==> src/sv/hill_cipher_2x2_mod26_macros.svh <==
// assertion macros for the hill cipher block
`ifndef HILL_CIPHER_2X2_MOD26_MACROS_SVH
`define HILL_CIPHER_2X2_MOD26_MACROS_SVH

// same-cycle implication, checked outside reset
`define HC2_ASSERT_NOW(lbl, ante, cons) \
  lbl: assert property (@(posedge clk) disable iff (!rst_n) (ante) |-> (cons)) \
    else $error("hill cipher check failed");

// next-cycle implication, checked outside reset
`define HC2_ASSERT_NEXT(lbl, ante, cons) \
  lbl: assert property (@(posedge clk) disable iff (!rst_n) (ante) |=> (cons)) \
    else $error("hill cipher check failed");

`endif

==> src/sv/hc2_pkg.sv <==
// shared types, constants and mod 26 helpers for the hill cipher block
package hc2_pkg;

  localparam int unsigned LETTER_W = 5;
  localparam int unsigned CFG_IDX_W = 3;
  localparam int unsigned WIDE_W = 11;

  typedef logic [LETTER_W-1:0] letter_t;
  typedef logic [WIDE_W-1:0] wide_t;

  localparam letter_t MODULUS = 5'd26;
  localparam letter_t PAD_LETTER = 5'd23;
  localparam letter_t NEG_ONE = 5'd25;
  localparam wide_t MOD_SQ = 11'd676;

  localparam logic [CFG_IDX_W-1:0] CFG_KEY_R0C0 = 3'd0;
  localparam logic [CFG_IDX_W-1:0] CFG_KEY_R0C1 = 3'd1;
  localparam logic [CFG_IDX_W-1:0] CFG_KEY_R1C0 = 3'd2;
  localparam logic [CFG_IDX_W-1:0] CFG_KEY_R1C1 = 3'd3;
  localparam logic [CFG_IDX_W-1:0] CFG_DECRYPT = 3'd4;

  typedef enum logic [2:0] {
    ST_IDLE,
    ST_DET,
    ST_ADJ,
    ST_MUL,
    ST_OUT0,
    ST_OUT1
  } state_t;

  typedef struct packed {
    logic hold_ld;
    logic pair_ld;
    logic use_held;
    logic det_en;
    logic mat_en;
    logic mul_en;
    logic sel_second;
  } hc2_cmd_t;

  // reduce a 5-bit value into 0..25
  function automatic letter_t mod26_small(letter_t v);
    letter_t r;
    r = (v >= MODULUS) ? v - MODULUS : v;
    return r;
  endfunction

  // reduce a value below 2048 into 0..25 by reciprocal multiply
  function automatic letter_t mod26_wide(wide_t v);
    logic [23:0] prod;
    logic [12:0] q;
    logic [12:0] rem;
    prod = {13'd0, v} * 24'd2521;
    q = {5'd0, prod[23:16]};
    rem = {2'd0, v} - q * 13'd26;
    return rem[LETTER_W-1:0];
  endfunction

  // multiplicative inverse mod 26, zero when none exists
  function automatic letter_t inv26(letter_t d);
    letter_t r;
    unique case (d)
      5'd1:    r = 5'd1;
      5'd3:    r = 5'd9;
      5'd5:    r = 5'd21;
      5'd7:    r = 5'd15;
      5'd9:    r = 5'd3;
      5'd11:   r = 5'd19;
      5'd15:   r = 5'd7;
      5'd17:   r = 5'd23;
      5'd19:   r = 5'd11;
      5'd21:   r = 5'd5;
      5'd23:   r = 5'd17;
      5'd25:   r = 5'd25;
      default: r = 5'd0;
    endcase
    return r;
  endfunction

endpackage

==> src/sv/hc2_ctrl.sv <==
// controller state machine: pairing, compute sequencing and output handshake
module hc2_ctrl (
  input  logic              clk,
  input  logic              rst_n,
  input  logic              in_valid,
  input  logic              in_end_of_text,
  output logic              in_stall,
  output logic              out_valid,
  input  logic              out_stall,
  output logic              out_last_of_pair,
  output hc2_pkg::hc2_cmd_t cmd
);
  import hc2_pkg::*;

  state_t state_r, state_nxt;
  logic   holding_r, holding_nxt;

  always_ff @(posedge clk) begin
    if (!rst_n) begin
      state_r   <= ST_IDLE;
      holding_r <= 1'b0;
    end else begin
      state_r   <= state_nxt;
      holding_r <= holding_nxt;
    end
  end

  always_comb begin
    state_nxt        = state_r;
    holding_nxt      = holding_r;
    cmd              = '0;
    in_stall         = 1'b1;
    out_valid        = 1'b0;
    out_last_of_pair = 1'b0;
    unique case (state_r)
      ST_IDLE: begin
        in_stall = 1'b0;
        if (in_valid) begin
          if (!holding_r && !in_end_of_text) begin
            cmd.hold_ld = 1'b1;
            holding_nxt = 1'b1;
          end else begin
            cmd.pair_ld  = 1'b1;
            cmd.use_held = holding_r;
            holding_nxt  = 1'b0;
            state_nxt    = ST_DET;
          end
        end
      end
      ST_DET: begin
        cmd.det_en = 1'b1;
        state_nxt  = ST_ADJ;
      end
      ST_ADJ: begin
        cmd.mat_en = 1'b1;
        state_nxt  = ST_MUL;
      end
      ST_MUL: begin
        cmd.mul_en = 1'b1;
        state_nxt  = ST_OUT0;
      end
      ST_OUT0: begin
        out_valid = 1'b1;
        if (!out_stall) begin
          state_nxt = ST_OUT1;
        end
      end
      ST_OUT1: begin
        out_valid        = 1'b1;
        out_last_of_pair = 1'b1;
        cmd.sel_second   = 1'b1;
        if (!out_stall) begin
          state_nxt = ST_IDLE;
        end
      end
      default: begin
        state_nxt = ST_IDLE;
      end
    endcase
  end

endmodule

==> src/sv/hc2_dp.sv <==
// datapath: key registers, pair registers, key inversion and matrix multiply
module hc2_dp (
  input  logic                              clk,
  input  logic                              rst_n,
  input  logic                              cfg_wr_en,
  input  logic [hc2_pkg::CFG_IDX_W-1:0]     cfg_index,
  input  logic [hc2_pkg::LETTER_W-1:0]      cfg_wdata,
  input  logic [hc2_pkg::LETTER_W-1:0]      in_letter_in,
  input  hc2_pkg::hc2_cmd_t                 cmd,
  output logic [hc2_pkg::LETTER_W-1:0]      out_letter_out,
  output logic                              out_key_error
);
  import hc2_pkg::*;

  letter_t key00_r, key01_r, key10_r, key11_r;
  logic    dec_r;
  letter_t held_r;
  letter_t p0_r, p1_r;
  letter_t km00_r, km01_r, km10_r, km11_r;
  letter_t det_r;
  letter_t m00_r, m01_r, m10_r, m11_r;
  logic    err_r;
  letter_t c0_r, c1_r;

  letter_t       letter_red;
  logic [9:0]    det_pa, det_pb;
  letter_t       det_nxt;
  letter_t       inv, mult;
  letter_t       adj01, adj10;
  logic [9:0]    q00, q01, q10, q11;
  logic [9:0]    t00, t01, t10, t11;

  // configuration registers
  always_ff @(posedge clk) begin
    if (!rst_n) begin
      key00_r <= 5'd3;
      key01_r <= 5'd3;
      key10_r <= 5'd2;
      key11_r <= 5'd5;
      dec_r   <= 1'b0;
    end else if (cfg_wr_en) begin
      unique case (cfg_index)
        CFG_KEY_R0C0: key00_r <= cfg_wdata;
        CFG_KEY_R0C1: key01_r <= cfg_wdata;
        CFG_KEY_R1C0: key10_r <= cfg_wdata;
        CFG_KEY_R1C1: key11_r <= cfg_wdata;
        CFG_DECRYPT:  dec_r   <= cfg_wdata[0];
        default: ;
      endcase
    end
  end

  assign letter_red = mod26_small(in_letter_in);

  // determinant of the reduced key
  assign det_pa  = {5'd0, km00_r} * {5'd0, km11_r};
  assign det_pb  = {5'd0, km01_r} * {5'd0, km10_r};
  assign det_nxt = mod26_wide(wide_t'(det_pa) + MOD_SQ - wide_t'(det_pb));

  // adjugate scaled by the inverse determinant
  assign inv   = inv26(det_r);
  assign mult  = (inv == '0) ? NEG_ONE : inv;
  assign adj01 = (km01_r == '0) ? '0 : MODULUS - km01_r;
  assign adj10 = (km10_r == '0) ? '0 : MODULUS - km10_r;
  assign q00   = {5'd0, km11_r} * {5'd0, mult};
  assign q01   = {5'd0, adj01} * {5'd0, mult};
  assign q10   = {5'd0, adj10} * {5'd0, mult};
  assign q11   = {5'd0, km00_r} * {5'd0, mult};

  // matrix times pair
  assign t00 = {5'd0, m00_r} * {5'd0, p0_r};
  assign t01 = {5'd0, m01_r} * {5'd0, p1_r};
  assign t10 = {5'd0, m10_r} * {5'd0, p0_r};
  assign t11 = {5'd0, m11_r} * {5'd0, p1_r};

  always_ff @(posedge clk) begin
    if (cmd.hold_ld) begin
      held_r <= letter_red;
    end
    if (cmd.pair_ld) begin
      p0_r   <= cmd.use_held ? held_r : letter_red;
      p1_r   <= cmd.use_held ? letter_red : PAD_LETTER;
      km00_r <= mod26_small(key00_r);
      km01_r <= mod26_small(key01_r);
      km10_r <= mod26_small(key10_r);
      km11_r <= mod26_small(key11_r);
    end
    if (cmd.det_en) begin
      det_r <= det_nxt;
    end
    if (cmd.mat_en) begin
      if (dec_r) begin
        m00_r <= mod26_wide(wide_t'(q00));
        m01_r <= mod26_wide(wide_t'(q01));
        m10_r <= mod26_wide(wide_t'(q10));
        m11_r <= mod26_wide(wide_t'(q11));
        err_r <= (inv == '0);
      end else begin
        m00_r <= km00_r;
        m01_r <= km01_r;
        m10_r <= km10_r;
        m11_r <= km11_r;
        err_r <= 1'b0;
      end
    end
    if (cmd.mul_en) begin
      c0_r <= mod26_wide(wide_t'(t00) + wide_t'(t01));
      c1_r <= mod26_wide(wide_t'(t10) + wide_t'(t11));
    end
  end

  assign out_letter_out = cmd.sel_second ? c1_r : c0_r;
  assign out_key_error  = err_r;

endmodule

==> src/sv/hill_cipher_2x2_mod26.sv <==
// top level of the 2x2 mod 26 hill cipher
//
// input channel: in_valid, in_stall, in_letter_in (0..25), in_end_of_text.
// letters are paired; the first letter of a pair is held with no output.
// a letter with end_of_text and no open pair is paired with X (23).
// result channel: out_valid, out_stall, out_letter_out, out_last_of_pair,
// out_key_error; each completed pair gives two items, the second flagged
// by out_last_of_pair. key_error is set in decrypt mode when the key
// determinant has no inverse mod 26.
// configuration: cfg_wr_en, cfg_index, cfg_wdata; write only while idle.
// sequence: the first output item is valid once the states ST_DET, ST_ADJ
// and ST_MUL have passed after the letter that completes a pair is taken; the
// second follows in the cycle after the first is taken. a held letter is only stored.
// pacing: the sequencer steps determinant, inversion and multiply one per
// cycle and then emits two items; a new letter is taken only when idle, so
// both items of a pair are taken before the next letter is taken.
// reset: key 3,3,2,5, encrypt mode, no open pair, no output valid.
// stall: a stalled output item holds; input stays stalled until both
// items of the pair are taken.
module hill_cipher_2x2_mod26 (
  input  logic                          clk,
  input  logic                          rst_n,
  input  logic                          cfg_wr_en,
  input  logic [hc2_pkg::CFG_IDX_W-1:0] cfg_index,
  input  logic [hc2_pkg::LETTER_W-1:0]  cfg_wdata,
  input  logic                          in_valid,
  output logic                          in_stall,
  input  logic [hc2_pkg::LETTER_W-1:0]  in_letter_in,
  input  logic                          in_end_of_text,
  output logic                          out_valid,
  input  logic                          out_stall,
  output logic [hc2_pkg::LETTER_W-1:0]  out_letter_out,
  output logic                          out_last_of_pair,
  output logic                          out_key_error
);
  import hc2_pkg::*;

  `include "hill_cipher_2x2_mod26_macros.svh"

  hc2_cmd_t cmd;

  hc2_ctrl u_ctrl (
    .clk              (clk),
    .rst_n            (rst_n),
    .in_valid         (in_valid),
    .in_end_of_text   (in_end_of_text),
    .in_stall         (in_stall),
    .out_valid        (out_valid),
    .out_stall        (out_stall),
    .out_last_of_pair (out_last_of_pair),
    .cmd              (cmd)
  );

  hc2_dp u_dp (
    .clk            (clk),
    .rst_n          (rst_n),
    .cfg_wr_en      (cfg_wr_en),
    .cfg_index      (cfg_index),
    .cfg_wdata      (cfg_wdata),
    .in_letter_in   (in_letter_in),
    .cmd            (cmd),
    .out_letter_out (out_letter_out),
    .out_key_error  (out_key_error)
  );

  `HC2_ASSERT_NOW(a_no_intake_while_output, !in_stall, !out_valid)
  `HC2_ASSERT_NEXT(a_second_follows_first, out_valid && !out_stall && !out_last_of_pair,
                   out_valid && out_last_of_pair)
  `HC2_ASSERT_NEXT(a_idle_after_pair, out_valid && !out_stall && out_last_of_pair,
                   !out_valid && !in_stall)

endmodule
==> config.mk <==
export PLATFORM = sky130hd
export DESIGN_NAME = hill_cipher_2x2_mod26
export DESIGN_NICKNAME = d
export VERILOG_FILES = /design/src/sv/hc2_pkg.sv /design/src/sv/hc2_ctrl.sv /design/src/sv/hc2_dp.sv /design/src/sv/hill_cipher_2x2_mod26.sv
export VERILOG_INCLUDE_DIRS = /design/src /design/src/sv
export SDC_FILE = /design/constraint.sdc
export NUM_CORES = 2
export LEC_CHECK = 0
export BUFFER_PORTS_ARGS = -buffer_cell sky130_fd_sc_hd__buf_2
export CAP_MARGIN = 30
export CORE_ASPECT_RATIO = 0.5
export CORE_MARGIN = 2
export CORE_UTILIZATION = 40
export DETAILED_ROUTE_END_ITERATION = 8
export PLACE_DENSITY = 0.52
export REMOVE_ABC_BUFFERS = 1
export SYNTH_ARGS = -nofsm -noshare
export SYNTH_HDL_FRONTEND = slang
export SYNTH_HIERARCHICAL = 1
export SYNTH_SLANG_ARGS = --single-unit
==> constraint.sdc <==
create_clock -name clk -period 30.6 [get_ports clk]
set_input_delay 1.53 -clock clk [delete_from_list [all_inputs] [get_ports clk]]
set_output_delay 1.53 -clock clk [all_outputs]
set_load 0.02 [all_outputs]
-- Yosys cells after proc, flatten, opt, wreduce, memory -nomap -nowiden
Memory sizes are Yosys's and may differ from the RTL's. A register that Yosys moved wholly into a read port is not among the register bits.
Index checks and enable logic that the tools add are counted.
- input port bits: 19
- ROM bits: 160
- word-level logic and storage cells: 129
- memories: 1
- bits in registers: 96
- eq/ne operators: 13
- multiply operators: 24
- add/subtract/negate cells: 18
- mux-type cells: 30
- magnitude comparators: 5
- reduce and logical (&&, ||, !) cells: 16
- memories (memory ; depth ; bits a word ; read ports ; clocked after memory_dff ; wr ports ; line ; text):
    (name not given) ; 32 ; 5 ; 1 ; 1 ; 0 ; hc2_pkg.sv:62 ; unique case (d)
- operator list (kind ; number):
    5-bit by 5-bit multiplier with 10-bit output ; 10
    10-bit by 12-bit multiplier with 22-bit output, second input constant ; 4
    5-bit 2-to-1 mux ; 15
    11-bit by 12-bit multiplier with 23-bit output, second input constant ; 3
    5-bit subtractor ; 7
    5-bit >= comparator, second input constant ; 5
    5-bit subtractor, second input constant ; 5
    6-bit by 4-bit multiplier with 4-bit output, second input constant ; 4
    10-bit by 10-bit adder with 11-bit output ; 2
    7-bit by 4-bit multiplier with 4-bit output, second input constant ; 3
    3-bit 2-to-1 mux ; 6
    3-bit case mux with 6 select lines ; 1
    5-bit logical NOT ; 3
    3-bit by 2-bit equality test with 1-bit output, second input constant ; 4
    2-bit AND reduction ; 6
    10-bit by 10-bit adder with 11-bit output, second input constant ; 1
    11-bit by 10-bit subtractor with 11-bit output ; 1
    5-bit subtractor, first input constant ; 2
    3-bit equality test, second input constant ; 3
    2-bit != test, second input constant ; 4
    1-bit 2-to-1 mux ; 7
    3-bit by 1-bit equality test with 1-bit output, second input constant ; 2
    3-bit logical NOT ; 2
    4-bit AND reduction ; 1
    other kinds (4) ; 5

-- Longest topological paths before layout
- word-level depth: 7
- mapped depth: 47
- gate-level depth less buffers: 46

-- By module
Netlist, hierarchy kept.
- modules (own cells, without submodules) (module ; times used ; seq. area each (sq um) ; area an instance (sq um) ; cells each):
    hc2_dp ; 1 ; 2652.5 ; 26944.6 ; 2836
    hc2_ctrl ; 1 ; 80.1 ; 262.8 ; 31

-- Worst setup path after synthesis
Ideal clock, no wire load.
- kind: reg2reg
- start point: register u_dp.km11_r[3]
- end point: register u_dp/inv[4] (netlist name)
- slack: 19626 ps
- setup time: 120 ps
- clock period less this slack: 10974 ps
- required time: 30480 ps
- data arrival time: 10854 ps
- stages on the path, launching flop included: 44
- cell sequence: edfxtp_1 clkbuf_1 nand2_1 fa_1 inv_1 fa_1 inv_1 fa_1 fa_1 fa_1 inv_1 ha_1 nor2b_1 o21a_1 o21ai_0 a21o_1 nand2b_1 a21o_1 [8 not listed] inv_1 ha_1 a21oi_1 o21ai_0 or3_4 a21oi_4 o21bai_1 xor2_1 ha_1 inv_1 ha_1 a21oi_1 xnor3_1 xnor2_1 xnor3_2 xor2_4 mux2_1 a211o_1
- longest elaborated chain between the ends: 7
- RTL lines (element ; line ; text):
    from (decl) ; hc2_dp.sv:19 ; letter_t km00_r, km01_r, km10_r, km11_r;
    from (signal assigned) ; hc2_dp.sv:86 ; km11_r <= mod26_small(key11_r);
    5-bit by 5-bit multiplier with 10-bit output * ; hc2_dp.sv:56 ; assign det_pa = {5'd0, km00_r} * {5'd0, km11_r};
    10-bit by 10-bit adder with 11-bit output * ; hc2_dp.sv:58 ; assign det_nxt = mod26_wide(wide_t'(det_pa) + MOD_SQ - wide_t'(det_pb));
    11-bit by 10-bit subtractor with 11-bit output * ; hc2_dp.sv:58 ;
    11-bit by 12-bit multiplier with 23-bit output ; hc2_pkg.sv:53 ; prod = {13'd0, v} * 24'd2521;
    7-bit by 4-bit multiplier with 4-bit output ; hc2_pkg.sv:55 ; rem = {2'd0, v} - q * 13'd26;
    5-bit subtractor * ; hc2_pkg.sv:55 ;
    5-bit 2-to-1 mux (no line) * ; - ;
Every way passes the cells marked *; elsewhere a longest branch is shown, timed or not.
A chain may end at the register's enable or synchronous reset.

-- Worst setup path after layout
- start point: register u_dp.km11_r[3]
- end point: register u_dp/inv[4] (netlist name)
- longest elaborated chain between the ends: 7
- RTL lines (element ; line):
    5-bit by 5-bit multiplier with 10-bit output * ; hc2_dp.sv:56
    10-bit by 10-bit adder with 11-bit output * ; hc2_dp.sv:58
    11-bit by 10-bit subtractor with 11-bit output * ; hc2_dp.sv:58
    11-bit by 12-bit multiplier with 23-bit output ; hc2_pkg.sv:53
    7-bit by 4-bit multiplier with 4-bit output ; hc2_pkg.sv:55
    5-bit subtractor * ; hc2_pkg.sv:55
    5-bit 2-to-1 mux (no line) * ; -
Marked as above.

==> impl_results.md <==
* Total gr overflow at 0
* DRC violations left at 0
* Flops & latches, synth at 101
* Crit path required time at 30.89 ns
* Die ar. at 70200 sq um
* Post-synth EDFFs at 71
* Top-count cell post-synth: inv_1
* Synth Area in XOR/XNOR at 4.87%
* Largest area contributor in the netlist: ha_1
* Setup TNS at 0 ns
* Placed cells at 3763
* Post-Synth Simple-Gate Area at 8.77%
* Initial antenna violation count at 0
* RSZ-0062 raised after global routing: no
* Final setup viols at 0
* ANT cells at 0
* Compound-Gate Fraction of Synth Area at 6.98%
* Die height at 188 um
* Port bufs at 27
* Synth Flop Type: edfxtp_1
* First-pass GRT wire length at 97.5 mm
* Hold/Removal Path Class: reg2reg
* Iter 0 DRT Violations at 631
* Routed wire length per instance at 14.8 um
* Fmax at 86.2 MHz
* Final cell count without fillers at 3780
* Final WS setup at 19.00 ns
* Detail Route Antenna Nets at 0
* Yosys cell types at 72
* CP arrival at 11.89 ns
* CTS hold repair buffers at 0
* Final Hold Viols at 0
* Post-Route WL at 55.9 mm
* Share of cells above drive strength 1 at 3.26%
* Slew @ Worst Pin at 0.943 ns
* Ports at 28
* Initial Util at 40.5%
* Clk slew on worst S/H paths at 0.08 ns
* Clk_lat worst skew at 0.39 ns
* H-tree levels at 3
* Largest net degree at the start of global routing at 31
* Post-synthesis sequential area ratio at 10.0%
* Post-CTS Setup Inserts at 0
* CP Launch Type: flip-flop
* Largest family of logic cells by synthesized area: adder cells
* Fin util at 42.7%
* Area of the multi-input gates at 21300 sq um
* Syn Inst Count at 2867
* Critical setup path kind: reg2reg
* Post-synth ARST share at 0%
* Synth Area in Adders at 56.1%
* Die X at 373 um
* Synth top area cells: ha_1, fa_1, inv_1, edfxtp_1, and2_1
* CTS-repair resized insts at 0
* Total of max-cap violations at 0
* Pre-CTS WS at 19.01 ns
* Max Buffers Root-to-Sink at 2
* DR vias/cell at 4.70
* CTS buffer count at 9
* Slew margin rel. at 36.7%
* Fill cells at 6588
* Nets at 3892
* Status: finished, final reports clean
* Crit-path most repeated cell: fa_1
* Routability congestion estimate at 0.842
* Worst setup EP type: flip-flop
* Synth warn at 6
* Core ar. at 67100 sq um
* Mapped cell area at 27200 sq um
* Post-synthesis mux area share at 1.51%
* Minimum clock period at 11.60 ns
* Max stage delay on crit path at 0.57 ns
* CTS root buffer: clkbuf_16
* Area delta synth->final at 5.40%
* Commonest cells in the netlist: inv_1, ha_1, fa_1
* Clk sink count at 101
* Slowest CP cell: fa_1
* CP Max Fanout at 11
* DR vias at 17800
* Placement Rows at 67
* DR pass1 iterations at 5
* DP HPWL at 49.3 mm
* Syn Area/Cell at 9.49 sq um
* Share of the synthesized area in the top cell type at 28.6%
* Final period utilization at 37.9%
* Final slew viol count at 0
* Vias in the first global route at 19000
* Global-route usage over all layers at 17.0%
* Register area at 2730 sq um
* CTS tree: yes
* Setup Skew at 0.0167 ns
[layout by cell type (no fill, tap or decap), types with 8 or more instances in the layout]
cell type    n
nand3_1     17
mux2i_1     23
and2_1     154
nor2b_1     29
or2_2       10
a21oi_1    100
nand2_1    115
nor3_1      12
mux2_2      15
fa_1       374
buf_4        8
nor2_1      68
o31ai_1     10
clkbuf_16    9
inv_1      811
buf_2       27
xor2_1      35
a21o_1      49
dfxtp_1     30
nand2b_1     9
xnor2_1    101
ha_1       621
edfxtp_1    71
o21bai_1    25
a21boi_0     8
o21a_1      11
o211ai_1     9
o21ai_0     42
[worst max-delay path, delay by kind of cell (launching register included)]
family                   cells  cell delay, ns
multiplexers                 1            0.37
AO/OA/AOI/OAI               10            1.74
adder cells (fa/ha/maj)     14            5.97
AND/OR/NAND/NOR              4            0.76
buffers and inverters        6            0.28
XOR/XNOR                     7            1.81
flip-flops                   1            0.56
[through the flow]
step                      instance area [sq um]  hold slack, ns
after floorplan                           27100           0.408
after global placement                    28400           0.457
after detailed placement                  28400           0.453
after CTS                                 28700           0.470
after global routing                      28700           0.482
final                                     28700           0.463
[path summary, 6_finish.rpt]
| kind | start | endpoint | slack (ns) | depth (start not counted) |
|---|---|---|---|---|
| max | u_dp/km11_r[3] | u_dp/inv[4] | 19.00 | 42 |
| min | u_dp/key11_r[0] | u_dp/km11_r[0] | 0.46 | 0 |
| max reg2reg | u_dp/km11_r[3] | u_dp/inv[4] | 19.00 | 42 |
| min reg2reg | u_dp/key11_r[0] | u_dp/km11_r[0] | 0.46 | 0 |
[logic make-up after synthesis]
logic type | count (synthesis)
fa+ha+maj | 995
buf+inv | 847
simple gates | 451
compound gates | 292
xor+xnor | 142
flops | 101
mux | 39
[area by class of cell]
type                       count  area share (%)
tap                          897            3.91
clock inverter                 6           0.161
multi-input combinational   1919            74.3
sequential                   101            9.53
clock buffer                  10           0.833
inverter                     812            10.6
timing repair buffer          35           0.681
[per-layer routing]
metal	vias up	routed length, um	global-route usage, %
met1	8610	28800	24.5
met4	0	631	2.58
li1	8972	-	-
met2	145	25400	28.4
met5	-	0	0
met3	26	1150	1.56
Power is left out: the tool's default activity adds up to more than one toggle a clock period on the data nets, which glitch-free logic cannot reach.
